`config.mk`:
```
export PLATFORM = sky130hd
export DESIGN_NAME = nms3_queue
export DESIGN_NICKNAME = d
export VERILOG_FILES = /design/src/rtl/nms3_pkg.sv /design/src/rtl/nms3_queue.sv
export SDC_FILE = /design/constraint.sdc
export NUM_CORES = 1
export LEC_CHECK = 0
export BUFFER_PORTS_ARGS = -buffer_cell sky130_fd_sc_hd__buf_2
export CORE_MARGIN = 5
export CORE_UTILIZATION = 31
export DETAILED_ROUTE_END_ITERATION = 10
export PLACE_DENSITY = 0.53
export SKIP_CTS_REPAIR_TIMING = 1
export SLEW_MARGIN = 20
export SYNTH_ARGS = -nofsm -noshare
export SYNTH_HDL_FRONTEND = slang
export SYNTH_SLANG_ARGS = --single-unit
```
`constraint.sdc`:
```
create_clock -name i_clk -period 5.8 [get_ports i_clk]
set_input_delay 0.58 -clock i_clk [delete_from_list [all_inputs] [get_ports i_clk]]
set_output_delay 0.58 -clock i_clk [all_outputs]
set_load 0.01 [all_outputs]
```
`src/rtl/nms3_pkg.sv`:
```
// Shared types, sizes and helpers for the 3D axis-aligned box suppression block.
// No dependencies; every other file imports this package.
`timescale 1ns / 1ps
package nms3_pkg;

    localparam int MaxBoxes  = 64;
    localparam int IdxW      = $clog2(MaxBoxes);
    localparam int CntW      = $clog2(MaxBoxes + 1);
    localparam int FieldW    = 16;
    localparam int CoordBits = 16;
    localparam int ExtW      = CoordBits;
    localparam int VolW      = 3 * ExtW;
    localparam int LimW      = 17;
    localparam int ScaleBits = 16;
    localparam int UniW      = VolW + 1;
    localparam int UniLoW    = (UniW + 1) / 2;
    localparam int UniHiW    = UniW - UniLoW;
    localparam int RhsW      = UniW + LimW;
    localparam int LhsW      = VolW + ScaleBits;
    localparam int QDepth    = 4;
    localparam int QPtrW     = $clog2(QDepth);
    localparam int OutIdxW   = 6;

    typedef struct packed {
        logic [FieldW-1:0] lo_x;
        logic [FieldW-1:0] lo_y;
        logic [FieldW-1:0] lo_z;
        logic [FieldW-1:0] hi_x;
        logic [FieldW-1:0] hi_y;
        logic [FieldW-1:0] hi_z;
        logic [FieldW-1:0] score;
        logic              store;
        logic              last;
        logic              ovf;
    } t_box_ent;

    function automatic logic signed [CoordBits-1:0] coord_of(input logic [FieldW-1:0] raw);
        return $signed(raw[CoordBits-1:0]);
    endfunction

    function automatic logic [ExtW-1:0] ext_of(input logic signed [CoordBits-1:0] lo,
                                               input logic signed [CoordBits-1:0] hi);
        logic signed [CoordBits:0] d;
        d = {hi[CoordBits-1], hi} - {lo[CoordBits-1], lo};
        return (d > 0) ? d[ExtW-1:0] : '0;
    endfunction

endpackage

```
`src/rtl/nms3_queue.sv`:
```
// Short queue of box entries between the input side and the processing side.
// Depends on nms3_pkg.
`timescale 1ns / 1ps
module nms3_queue
    import nms3_pkg::*;
(
    input  logic     i_clk,
    input  logic     i_rst_n,
    input  logic     i_push,
    input  t_box_ent i_ent,
    output logic     o_full,
    input  logic     i_pop,
    output logic     o_vld,
    output t_box_ent o_head
);

    t_box_ent         r_mem [QDepth];
    logic [QPtrW-1:0] r_wp;
    logic [QPtrW-1:0] r_rp;
    logic [QPtrW:0]   r_cnt;

    assign o_full = (r_cnt == (QPtrW + 1)'(QDepth));
    assign o_vld  = (r_cnt != '0);
    assign o_head = r_mem[r_rp];

    always_ff @(posedge i_clk) begin
        if (i_push) begin
            r_mem[r_wp] <= i_ent;
        end
    end

    always_ff @(posedge i_clk) begin
        if (!i_rst_n) begin
            r_wp  <= '0;
            r_rp  <= '0;
            r_cnt <= '0;
        end else begin
            if (i_push) begin
                r_wp <= r_wp + 1'b1;
            end
            if (i_pop) begin
                r_rp <= r_rp + 1'b1;
            end
            if (i_push && !i_pop) begin
                r_cnt <= r_cnt + 1'b1;
            end else if (i_pop && !i_push) begin
                r_cnt <= r_cnt - 1'b1;
            end
        end
    end

endmodule

```
# Word level (Yosys, flattened, before mapping)
# Memory sizes are Yosys's and may differ from the RTL's. A register that Yosys moved wholly into a read port is not among the register bits.
# Cells that the tools add are included.
# totals
regBits,7
mem_bits_rw,460
inputBits,119
output_inout_bits,117
word_cells,21
n_memories,1
# classes
n_addsub,4
eq_ne,1
muxes,6
reduce_logical,6
# mem_list
memory,words,width,read_ports,rd_ports_with_merged_regs,wr,line_no,rtl
r_mem,4,115,1,1,1,nms3_queue.sv:17,t_box_ent r_mem [QDepth];
# op_table
op,count
3-bit 2-to-1 mux,2
2-bit by 1-bit adder with 2-bit output (second input constant),2
2-bit 2-to-1 mux,2
3-bit by 1-bit adder with 3-bit output (second input constant),1
3-bit == test (second input constant),1
3-bit nonzero test,1
3-bit by 1-bit subtractor with 3-bit output (second input constant),1
1-bit logical AND,2
1-bit logical NOT,2
1-bit 2-to-1 mux,2
2-bit nonzero test,1

# Longest topological paths before layout
# logic_depth
ltp_word,4
depth_mapped,7
mapped_depth_nobuf,7

# Worst setup path before layout
# No wires, ideal clock.
# synth_timing
kind,input to register
startpoint,in i_push
endpoint,mem r_mem[0][0] in the netlist's numbering (enable)
setup_time_ps,487
arrival_ps,3223
t_required_ps,5313
setup_slack_ps,2090
stages,1
path_buffers,0
path_cell_list,and2_1
# synth_via
elab_chain_cells,2
# synth_rtl
item,line_no,rtl
from (decl),nms3_queue.sv:9,"input logic i_push,"
1-bit 2-to-1 mux,nms3_queue.sv:27,if (i_push) begin
1-bit 2-to-1 mux (not written as such),nms3_queue.sv:28,r_mem[r_wp] <= i_ent;
to (decl),nms3_queue.sv:17,
# No other way between the ends.

==> out/summary.txt <==
Max Transition Viols Final: 0
Tightest Pin Transition: 0.9443 ns
Crit Path Class: reg -> out
startpoint types: flip-flop
Num Clock Sinks: 469
Clk pin slew, worst setup/hold paths: 0.06 ns
Critical Path, Cell by Cell: buf_4 > mux4_2 > buf_2
initial antenna violation count: 7
DP HPWL: 21.12 mm
Tmin final: 3.530 ns
XOR/XNOR Fraction of Synth Area: 0.002574
chip height: 244.3 µm
final setup fails: 0
Worst-Skew Late Latency: 0.58 ns
fin worst setup slack: 2.270 ns
grt ovf: 0
footprint of the multi-input gates: 0.002851 mm²
largest area contributor in the netlist: edfxtp_1
total negative slack: 0 ns
RSZ-0062 raised after global routing: no
Most used DFF post-synth: edfxtp_1
Initial DRT Pass Iterations: 6
average cell area after synthesis: 26.42 µm²
CP max stage delay: 0.83 ns
Post-Synth Adder-Cell Area: 0.004853
P_leak: 0.006859 µW
largest family of logic cells by synthesized area: multiplexers
remaining antenna violation count: 0
Tot GR Track Use: 0.1166
Final GP Congestion: 0.7073
PD cells: 376.5 mW/mm²
simple-gate area share of the yosys netlist: 0.005441
Async SR Flop Fraction: 0
HP Class: in -> reg
Core Footprint: 0.05413 mm²
Post-synth EDFFs: 460
wire per inst: 21.40 µm
Clock Path Buffers: 3
highest net fanout along the worst path: 35
vias in the first global route: 8304
Post-Layout Cell Count: 1652
CP max-delay cell: dfxtp_4
share of cells above drive strength 1: 0.4612
Layout area overhead: 21.33%
Syn Inst Count: 644
post-synthesis sequential area ratio: 0.8224
synthesized flop and latch total: 469
# IOs: 236
CTS tree: yes
final hold slack: 0.2166 ns
pin count of the biggest net entering global routing: 93
num rows: 85
reg2reg path depth: 4
Initial Util: 0.3143
Netlist cell types: 19
Die Width: 244.3 µm
Vias: 7617
# fillers: 4854
max-cap violations: 0
DRT Wirelength: 35.35 mm
WP data required: 5.22 ns
Fmax achieved: 283.3 MHz
Slew HR: 0.3705
H-tree depth: 2
Syn Std Cell Area: 0.01702 mm²
DRT iter0 DRCs: 398
status: finished, final reports clean
post-synthesis compound-gate area fraction: 0.0007353
Syn Nets: 769
CTS root buffer: clkbuf_16
total power: 7773 µW
Yosys top cell area share: 0.8118
Crit. End Element: output port
die area: 0.05968 mm²
Worst VDD drop: 0.2711 mV
post-synthesis mux area share: 0.1534
register area: 0.01400 mm²
pre-CTS WS: 2.714 ns
final net count: 1041
hold path cells: 1
placed cells: 1561
Final Hold Vio Count: 0
first-pass GRT wire length: 52.82 mm
Period Utilization, post-route: 0.6087
TritonCTS buffer count: 49
CP Data Arrival Time: 2.95 ns
clk_skew: 0.01047 ns
IO Port Bufs: 235
Residual DRC: 0
top cells by area, synth: edfxtp_1 (81%), mux4_2 (15%), dfxtp_1 (1.1%)
Ys Warns: 0
Vias/cell: 4.611
where the power goes:
part / switching, µW / internal (µW)
combinational: 375 / 314
sequential: 58.3 / 3900
clock: 1240 / 1890
total: 1680 / 6100
sequential cells by signal (all words and copies together) (netlist names), named ones only:
name / cells
r_cnt: 3
r_mem: 460
r_rp: 2
r_wp: 2
critical path: cells and delay by family, from the launching register on:
family | cells | cell delay [ns]
muxes | 1 | 0.60
buffers and inverters | 2 | 0.86
DFF | 1 | 0.83
cell families after synthesis:
kind of cell / Yosys count
buffers and inverters: 30
xor gates and xnor gates: 5
muxes: 117
adders and majority gates: 6
AOI/OAI and AO/OA: 2
DFF: 469
and+or+nand+nor: 15
stage by stage:
stage | cell area [µm²] | util
floorplan | 17020 | -
global placement | 19020 | 0.3513
detailed placement | 19020 | 0.3513
CTS | 20640 | 0.3813
global route | 20640 | 0.3813
finish | 20650 | 0.3814
metal layers:
metal | wire (µm) | global-route usage | vias up
li1 | - | - | 3326
met1 | 15280 | 0.1544 | 3992
met2 | 16200 | 0.1800 | 219
met3 | 2853 | 0.04346 | 68
met4 | 931 | 0.03734 | 12
met5 | 80 | 0 | -
final cells by class:
cell class / count / share of cell area
inverters: 4 / 0.0007272
clock buffers: 65 / 0.06678
repair buffers: 247 / 0.06194
diodes: 2 / 0.0002424
flip-flops and latches: 469 / 0.6781
clock inverters: 24 / 0.01188
well taps: 696 / 0.04218
multi-input cells: 145 / 0.1381
layout by cell type, fill, tap and decap left out, types with 7 or more instances in the layout:
cell type	instances
mux4_2	115
clkinv_1	8
clkbuf_16	51
buf_4	11
clkinv_2	8
clkbuf_1	9
edfxtp_1	460
buf_2	235
dfxtp_1	7
path summary, 6_finish.rpt:
path	slack, ns	to	startpoint
worst max-delay path	2.27	o_head[85]	flip-flop
worst max register to register	3.36	r_mem[2][97]	r_wp[0]
worst min-delay path	0.22	r_mem[3][73]	i_ent[73]
worst min register to register	0.50	r_cnt[2]	r_cnt[2]
cell usage after synthesis, drive strengths merged, types with 3 or more instances:
library cell,count
ha,5
edfxtp,460
buf,20
inv,4
clkbuf,6
mux4,115
dfxtp,9
and2,9
xor2,3
(Power assumes the default switching activity.)
