**src/rtl/nms3_pkg.sv**
```systemverilog
// Shared types, sizes and helpers for the 3D axis-aligned box suppression block.
// No dependencies; every other file imports this package.
`timescale 1ns / 1ps
package nms3_pkg;

    localparam int MaxBoxes  = 64;
    localparam int IdxW      = $clog2(MaxBoxes);
    localparam int CntW      = $clog2(MaxBoxes + 1);
    localparam int FieldW    = 16;
    localparam int CoordBits = 16;
    localparam int ExtW      = CoordBits;
    localparam int VolW      = 3 * ExtW;
    localparam int LimW      = 17;
    localparam int ScaleBits = 16;
    localparam int UniW      = VolW + 1;
    localparam int UniLoW    = (UniW + 1) / 2;
    localparam int UniHiW    = UniW - UniLoW;
    localparam int RhsW      = UniW + LimW;
    localparam int LhsW      = VolW + ScaleBits;
    localparam int QDepth    = 4;
    localparam int QPtrW     = $clog2(QDepth);
    localparam int OutIdxW   = 6;

    typedef struct packed {
        logic [FieldW-1:0] lo_x;
        logic [FieldW-1:0] lo_y;
        logic [FieldW-1:0] lo_z;
        logic [FieldW-1:0] hi_x;
        logic [FieldW-1:0] hi_y;
        logic [FieldW-1:0] hi_z;
        logic [FieldW-1:0] score;
        logic              store;
        logic              last;
        logic              ovf;
    } t_box_ent;

    function automatic logic signed [CoordBits-1:0] coord_of(input logic [FieldW-1:0] raw);
        return $signed(raw[CoordBits-1:0]);
    endfunction

    function automatic logic [ExtW-1:0] ext_of(input logic signed [CoordBits-1:0] lo,
                                               input logic signed [CoordBits-1:0] hi);
        logic signed [CoordBits:0] d;
        d = {hi[CoordBits-1], hi} - {lo[CoordBits-1], lo};
        return (d > 0) ? d[ExtW-1:0] : '0;
    endfunction

endpackage

```
**src/rtl/nms3_front.sv**
```systemverilog
// Input side: takes box transfers, counts the batch and marks dropped boxes.
// Depends on nms3_pkg.
`timescale 1ns / 1ps
module nms3_front
    import nms3_pkg::*;
(
    input  logic              i_clk,
    input  logic              i_rst_n,
    input  logic              i_in_valid,
    output logic              o_in_ready,
    input  logic [FieldW-1:0] i_min_x,
    input  logic [FieldW-1:0] i_min_y,
    input  logic [FieldW-1:0] i_min_z,
    input  logic [FieldW-1:0] i_max_x,
    input  logic [FieldW-1:0] i_max_y,
    input  logic [FieldW-1:0] i_max_z,
    input  logic [FieldW-1:0] i_box_score,
    input  logic              i_last_box,
    input  logic              i_full,
    output logic              o_push,
    output t_box_ent          o_ent
);

    logic [CntW-1:0] r_cnt;
    logic            r_ovf;
    logic            accept;
    logic            store;

    assign o_in_ready = !i_full;
    assign accept     = i_in_valid && o_in_ready;
    assign store      = (r_cnt != CntW'(MaxBoxes));
    assign o_push     = accept && (store || i_last_box);

    always_comb begin
        o_ent.lo_x  = i_min_x;
        o_ent.lo_y  = i_min_y;
        o_ent.lo_z  = i_min_z;
        o_ent.hi_x  = i_max_x;
        o_ent.hi_y  = i_max_y;
        o_ent.hi_z  = i_max_z;
        o_ent.score = i_box_score;
        o_ent.store = store;
        o_ent.last  = i_last_box;
        o_ent.ovf   = r_ovf || !store;
    end

    always_ff @(posedge i_clk) begin
        if (!i_rst_n) begin
            r_cnt <= '0;
            r_ovf <= 1'b0;
        end else if (accept) begin
            if (i_last_box) begin
                r_cnt <= '0;
                r_ovf <= 1'b0;
            end else begin
                if (store) begin
                    r_cnt <= r_cnt + 1'b1;
                end
                r_ovf <= r_ovf || !store;
            end
        end
    end

endmodule

```
**config.mk**
```make
export PLATFORM = sky130hd
export DESIGN_NAME = nms3_front
export DESIGN_NICKNAME = d
export VERILOG_FILES = /design/src/rtl/nms3_pkg.sv /design/src/rtl/nms3_front.sv
export SDC_FILE = /design/constraint.sdc
export NUM_CORES = 1
export LEC_CHECK = 0
export ABC_AREA = 1
export BUFFER_PORTS_ARGS = -buffer_cell sky130_fd_sc_hd__buf_4
export CAP_MARGIN = 20
export CORE_AREA = 5 5 88 90
export DETAILED_ROUTE_END_ITERATION = 10
export DIE_AREA = 0 0 93 95
export PLACE_DENSITY_LB_ADDON = 0.25
export REMOVE_ABC_BUFFERS = 1
export SLEW_MARGIN = 20
export SYNTH_ARGS = -nofsm -noshare
export SYNTH_HDL_FRONTEND = slang
export SYNTH_SLANG_ARGS = --single-unit
```
**constraint.sdc**
```tcl
create_clock -name i_clk -period 2.72 [get_ports i_clk]
set_input_delay 0.408 -clock i_clk [delete_from_list [all_inputs] [get_ports i_clk]]
set_output_delay 0.408 -clock i_clk [all_outputs]
set_load 0.01 [all_outputs]
```
# == After elaboration in Yosys (flattened, before gate mapping) ==
# Cells that the tools add are included.
# classes
add_sub_neg,1
n_eq_ne,1
n_mux,3
n_reduce_logical,8
# ops
operator,count
$mux W7,2
$add A7 B1 Y7 const B,1
$ne A7 B7 Y1 const B,1
$logic_and A1 B1 Y1,2
$logic_not A1 Y1,2
$logic_or A1 B1 Y1,2
$reduce_and A2 Y1,1
$reduce_bool A2 Y1,1
$mux W1,1
# totals
regBits,8
in_bits,117
out_inout_bits,117
word_cells,15

# == Depth between registers and ports, before layout ==
# Gate-level depths: netlist of run 1.
# depth
ltp_word,4
mapped_depth,11

# == Least setup slack after synthesis of run 1 ==
# No wires, ideal clock.
# synth_timing
path_kind,reg2out
startpoint,register r_cnt[0]
endpoint,output o_push
t_arrival_ns,0.935
t_required_ns,2.312
slack_ns,1.377
stages_incl_launch_ff,8
cell_sequence,dfxtp_1 inv_1 ha_1 nand2_1 inv_1 nand3_4 nand2_4 nand2_4
# synth_via
elab_chain_cells,3
# synth_rtl
element,line,text
start: declaration,nms3_front.sv:24,logic [CntW-1:0] r_cnt;
start signal: assignment,nms3_front.sv:57,r_cnt <= r_cnt + 1'b1;
$ne A7 B7 Y1,nms3_front.sv:31,assign store = (r_cnt != CntW'(MaxBoxes));
named net store,nms3_front.sv:27,logic store;
$logic_or A1 B1 Y1,nms3_front.sv:32,assign o_push = accept && (store || i_last_box);
$logic_and A1 B1 Y1,nms3_front.sv:32,
end: declaration,nms3_front.sv:20,"output logic o_push,"
# The timed path passes the listed nets, and every way through them passes these cells.

# == Final worst setup path of run 1 ==
# layout_timing
startpoint,register r_cnt[0]
endpoint,output o_push
# layout_via
elab_chain_cells,3
# layout_rtl
element,line
$ne A7 B7 Y1,nms3_front.sv:31
$logic_or A1 B1 Y1,nms3_front.sv:32
$logic_and A1 B1 Y1,nms3_front.sv:32
# Every way passes these cells.

==> results of run 1 <==
==> state kept, by name, indices dropped and copies added (netlist names) <==
signal,cells
r_ovf,1
r_cnt,7
==> final timing paths <==
kind               to  slack, ns  depth (start not counted)
max            o_push       0.87                          8
min          r_cnt[0]       0.46                          3
max reg2reg  r_cnt[6]       1.31                          9
min reg2reg     r_ovf       0.50                          2
==> worst max-delay path: stages (launching register included) <==
cell	delay (ns)
dfxtp_1	0.39
inv_1	0.08
ha_1	0.19
nand2_1	0.06
inv_1	0.07
nand3_4	0.10
nand2_4	0.08
nand2_4	0.11
buf_4	0.13
==> power by group <==
group | leakage (nW) | internal (W) | switching [W] | total [W]
logic | 0.250 | 0.0000135 | 0.0000213 | 0.0000349
registers | 0.0646 | 0.000119 | 0.00000120 | 0.000120
clock network | 0.0216 | 0.0000966 | 0.0000543 | 0.000151
total | 0.336 | 0.000229 | 0.0000768 | 0.000306
==> logic make-up (layout without fill, tap and decap cells) <==
group	Yosys count	in the layout	synth area share, %
adders and majority gates	2	2	1.80
buffers and inverters	133	31	66.6
and+or+nand+nor	48	48	17.8
AOI/OAI and AO/OA	6	6	2.34
DFF	8	8	11.5
==> cells in the final DEF, fill, tap and decap left out <==
| cell type | synthesis | routed |
|---|---|---|
| nand2_1 | 25 | 25 |
| nand3_1 | 7 | 7 |
| nand3b_1 | 2 | 2 |
| nand4_1 | 1 | 1 |
| ha_1 | 2 | 2 |
| nand3_4 | 1 | 1 |
| dfxtp_1 | 8 | 8 |
| o211ai_1 | 1 | 1 |
| o21ai_0 | 1 | 1 |
| a21oi_1 | 4 | 4 |
| nor2_2 | 2 | 2 |
| buf_4 | 114 | 9 |
| nand2_4 | 3 | 3 |
| nor2_1 | 6 | 6 |
| inv_1 | 19 | 19 |
| nor2_4 | 1 | 1 |
| clkbuf_8 | 0 | 3 |
==> layer usage <==
layer / global-route usage [%] / vias up / wire length, um
met2: 59.7 / 230 / 7740
met3: 48.3 / 50 / 4540
met1: 6.71 / 294 / 1110
li1: - / 275 / -
met5: 7.74 / - / 96
met4: 29.4 / 4 / 1620
==> area by class of cell <==
class                           instances  area, um2  area share (%)
Clock buffer                            3       41.3            5.52
Tap cell                               82        103            13.7
Timing Repair Buffer                    9       67.6            9.03
Inverter                               19       71.3            9.53
Sequential cell                         8        160            21.4
Multi-Input combinational cell         56        305            40.8
==> metrics by stage <==
step	utilization, %	hold WS (ns)	power, W	setup WS (ns)	instance area (um2)
floorplan	-	0.464	0.000139	1.36	537
global placement	10.1	0.493	0.000157	1.17	707
detailed placement	10.1	0.489	0.000157	1.15	707
CTS	10.7	0.455	0.000311	0.878	748
global route	10.7	0.469	0.000322	0.777	748
finish	10.7	0.461	0.000306	0.869	748
==> reports/qor.yml, run 1 <==
synth_area_um2: 1390
core-area_um2: 6980
antenna_found_initial: 0
hold_viol_final: 0
arrival_ns: 1.44
cts.sinks: 8
yosysWarningCount: 0
ys_seq_area_share_pct: 11.5
start_util_pct: 19.9
drv_cap: 0
die_w_um: 93
layout-drive-gt1-share_pct: 20.0
clock_skew_ns: 0.00725
diodes: 0
slew_viol_final: 0
netlist_instances: 197
async_reset_ff_share_pct: 0
io_pins: 234
io_buffers: 9
clock_latency_ns: 0.23
drtAntennaViolNets: 0
status: "finished clean"
ir_drop_mv: 0.235
cts_setup_buffers: 0
period_minus_slack_ns: 1.85
tns_ns: 0
synthDistinctLibCells: 16
synth_top_area_cell: "buf_4"
grt_max_degree: 7
max_clock_freq_ghz: 0.540
synth-edff-count: 0
total_leakage_power_nw: 0.336
netlist.area_leader.share_pct: 61.5
min_path_type: "primary input to register"
cts_buffers: 3
grt_pass1_wl_mm: 16.8
root_buffer: "clkbuf_8"
post-route-period-util_pct: 68.1
syn_area_per_cell_um2: 7.07
synth-seq-cells: 8
power_density_nw_per_um2: 408
synth_most_common_cell: "buf_4"
stdcell_count: 177
hpwl_mm: 14.7
cts_resized: 0
grt_usage_pct: 33.2
nets: 216
slew_headroom_pct: 83.1
fp.dieH_um: 95
fillerInstances: 837
end_kind: "output pin"
areaGrowthSynthToFinish_pct: -46.3
synth_flop_cell: "dfxtp_1"
grt.overflow.total: 0
clk_pin_slew_ns: 0.05
viasPerCell: 4.82
grt_pass1_vias: 818
finalSetupViolCount: 0
start_kind: "register"
die_area_um2: 8840
drc_errors: 0
path_class: "register to output pin"
rsz0062_at_grt: "false"
ctsHoldBuffers: 0
worstHoldStart: "i_rst_n"
synth_common_cells: "114 x buf_4, 25 x nand2_1, 19 x inv_1"
post_drt_wl_per_cell_um: 85.4
cts-htree-levels: 1
critical_path_peak_fanout: 6
core.rowCount: 31
startpoint: "r_cnt[0]"
gp_congestion: 0.987
worst_pin_slew_ns: 0.254
r2r-start: "r_cnt[0]"
vias: 853
wl_mm: 15.1
cts_tree: "done"
drt_iter0_markers: 54
critPathRequiredTime_ns: 2.31
cts.path.max_buffers: 2
synth_area_leaders: "buf_4 61%, dfxtp_1 12%, nand2_1 6.7%"
dp.cells: 174
drt-pass1-iter-count: 4
Power figures use the tool's default switching activity.
==> inputs of run 2 (changes only) <==
Clock period 2.72 ns to 1.6 ns, I/O delays scaled along.
==> reports/qor.yml, run 2 (synthesis gave the netlist of run 1 again) <==
die_area_um2: 8840  # unchanged
gp_congestion: 0.987  # unchanged
cts-htree-levels: 1  # unchanged
min_to: "r_cnt[0]"
clock_latency_ns: 0.23  # about the same
cp_cell_sequence: "inv_2 > ha_2 > nand2_1 > inv_2 > nand3_4 > nand2_4 > nand2_4 > buf_4"
grt_usage_pct: 33.0  # -0.22 points
post-route-util_pct: 11.4  # +0.72 points
most-common-layout-cells: "25 x nand2_1, 17 x inv_1, 15 x buf_4, 7 x nand3_1"
antenna_found_initial: 0  # unchanged
critPathRequiredTime_ns: 1.36  # -0.95 ns
dpl_cell_area_um2: 707  # unchanged
hold_viol_final: 0  # unchanged
hpwl_mm: 14.6  # -0.57%
cp_top_family: "flip-flops"
ir_drop_mv: 0.282  # +20%
grt_pass1_vias: 813  # -0.61%
cts_buffers: 3  # unchanged
largest_register_ffs: 7  # unchanged
io_buffers: 9  # unchanged
layout-drive-gt1-share_pct: 29.7  # +9.7 points
path_buf_inv: 3  # unchanged
diodes: 0  # unchanged
post-route-period-util_pct: 96.4
cts.sinks: 8  # unchanged
fillerInstances: 837  # unchanged
clk_pin_slew_ns: 0.05  # about the same
max_clock_freq_ghz: 0.648
root_buffer: "clkbuf_8"
status: "finished clean"
path_class: "register to output pin"
wl_mm: 15.1  # -0.14%
io_pins: 234  # unchanged
worst_pin_slew_ns: 0.260  # +0.00613 ns
drt-pass1-iter-count: 4  # unchanged
final_common_cell: "nand2_1"
cp_num_cells: 8  # unchanged
worstHoldStart: "i_rst_n"
largest-register: "r_cnt"
finalSetupViolCount: 0  # unchanged
worst_path_largest_cell_delay_ns: 0.33  # -0.06 ns
min_path_type: "primary input to register"
drt_iter0_markers: 49  # -9.3%
holdPathStages: 3  # unchanged
nets: 222  # +2.8%
post_drt_wl_per_cell_um: 82.5  # -3.4%
regToRegEndpoint: "r_cnt[1]"
arrival_ns: 1.30  # -0.14 ns
power_density_nw_per_um2: 656  # +61%
critical_path_peak_fanout: 6  # unchanged
core-area_um2: 6980  # unchanged
drc_errors: 0  # unchanged
vias: 928  # +8.8%
period_minus_slack_ns: 1.54
core.rowCount: 31  # unchanged
largestRegisters: "r_cnt x7, r_ovf x1"
start_util_pct: 19.9  # unchanged
slew_viol_final: 0  # unchanged
ctsHoldBuffers: 0  # unchanged
clock_skew_ns: 0.00357  # -0.00368 ns
end_kind: "output pin"
drv_cap: 0  # unchanged
start_kind: "register"
reg2reg_depth: 11  # +2
viasPerCell: 5.07  # +5.2%
die_w_um: 93  # unchanged
cts.path.max_buffers: 2  # unchanged
r2r-start: "r_cnt[0]"
grt.overflow.total: 0  # unchanged
total_leakage_power_nw: 0.363  # +8.0%
timing.critical_path.slowest_stage_cell: "dfxtp_2"
slew_headroom_pct: 82.6  # -0.41 points
cts_tree: "done"
r2r_setup_slack_ns: 0.13  # -1.18 ns
drtAntennaViolNets: 0  # unchanged
grt_pass1_wl_mm: 16.8  # about the same
fp.dieH_um: 95  # unchanged
areaGrowthSynthToFinish_pct: -42.7
grt_max_degree: 7  # unchanged
finalInstanceArea_um2: 798  # +6.7%
## run 2: metrics by stage
stage                     setup TNS (ns)  std cells  setup slack, ns  hold WS, ns  total power (W)
final                                  0        183           0.0572        0.287         0.000523
after detailed placement               0        174            0.211        0.481         0.000266
after floorplan                        0         83            0.395        0.364         0.000237
after global placement                 0        174            0.234        0.481         0.000267
after global routing            -0.00669        183         -0.00669        0.301         0.000544
after CTS                              0        178           0.0157        0.282         0.000523
## run 2: worst max path at each step
stage                  start  endpoint  slack [ns]
floorplan           r_cnt[0]  r_cnt[4]        0.40
global placement    r_cnt[0]    o_push        0.23
detailed placement  r_cnt[0]    o_push        0.21
CTS                 r_cnt[0]    o_push        0.02
global route        r_cnt[0]    o_push      -0.007
finish              r_cnt[0]    o_push        0.06
## run 2: report_power, final
| part | switching [W] | internal [W] | leakage, nW |
|---|---|---|---|
| Clock | 0.0000884 | 0.000164 | 0.0216 |
| Combinational | 0.0000383 | 0.0000289 | 0.276 |
| Sequential | 0.00000180 | 0.000202 | 0.0655 |
| Total | 0.000128 | 0.000395 | 0.363 |
## run 2: worst reg2reg max path: stages (launching register included)
cell and delay [ns]:
dfxtp_2 0.35, inv_2 0.04, ha_2 0.16, nand2_1 0.07, inv_2 0.05, nand3_4 0.08
nand2_4 0.07, buf_4 0.14, buf_4 0.13, nor2_1 0.13, nand2_1 0.07, a21oi_1 0.12
## run 2: per-layer routing
| metal | part of all wire [%] | track usage [%] |
|---|---|---|
| met3 | 32 | 51.0 |
| met2 | 52 | 59.7 |
| met1 | 6.1 | 5.32 |
| met4 | 10 | 27.4 |
| met5 | 0.61 | 7.74 |
## run 2: final cells by class
type / instances / area (um2) / area share (%)
tap: 82 / 103 / 12.9
sequential: 8 / 163 / 20.4
multi-input combinational: 56 / 308 / 38.6
inverter: 19 / 71.3 / 8.93
timing repair buffer: 15 / 113 / 14.1
clock buffer: 3 / 41.3 / 5.17
## run 2: what timing repair did
action / CTS / global route
resized for setup: 1 / 4
gates cloned: 0 / 0
pin swaps: 0 / 1
endpoints found under the setup margin: 1 / 2
buffers inserted: 1 / 5
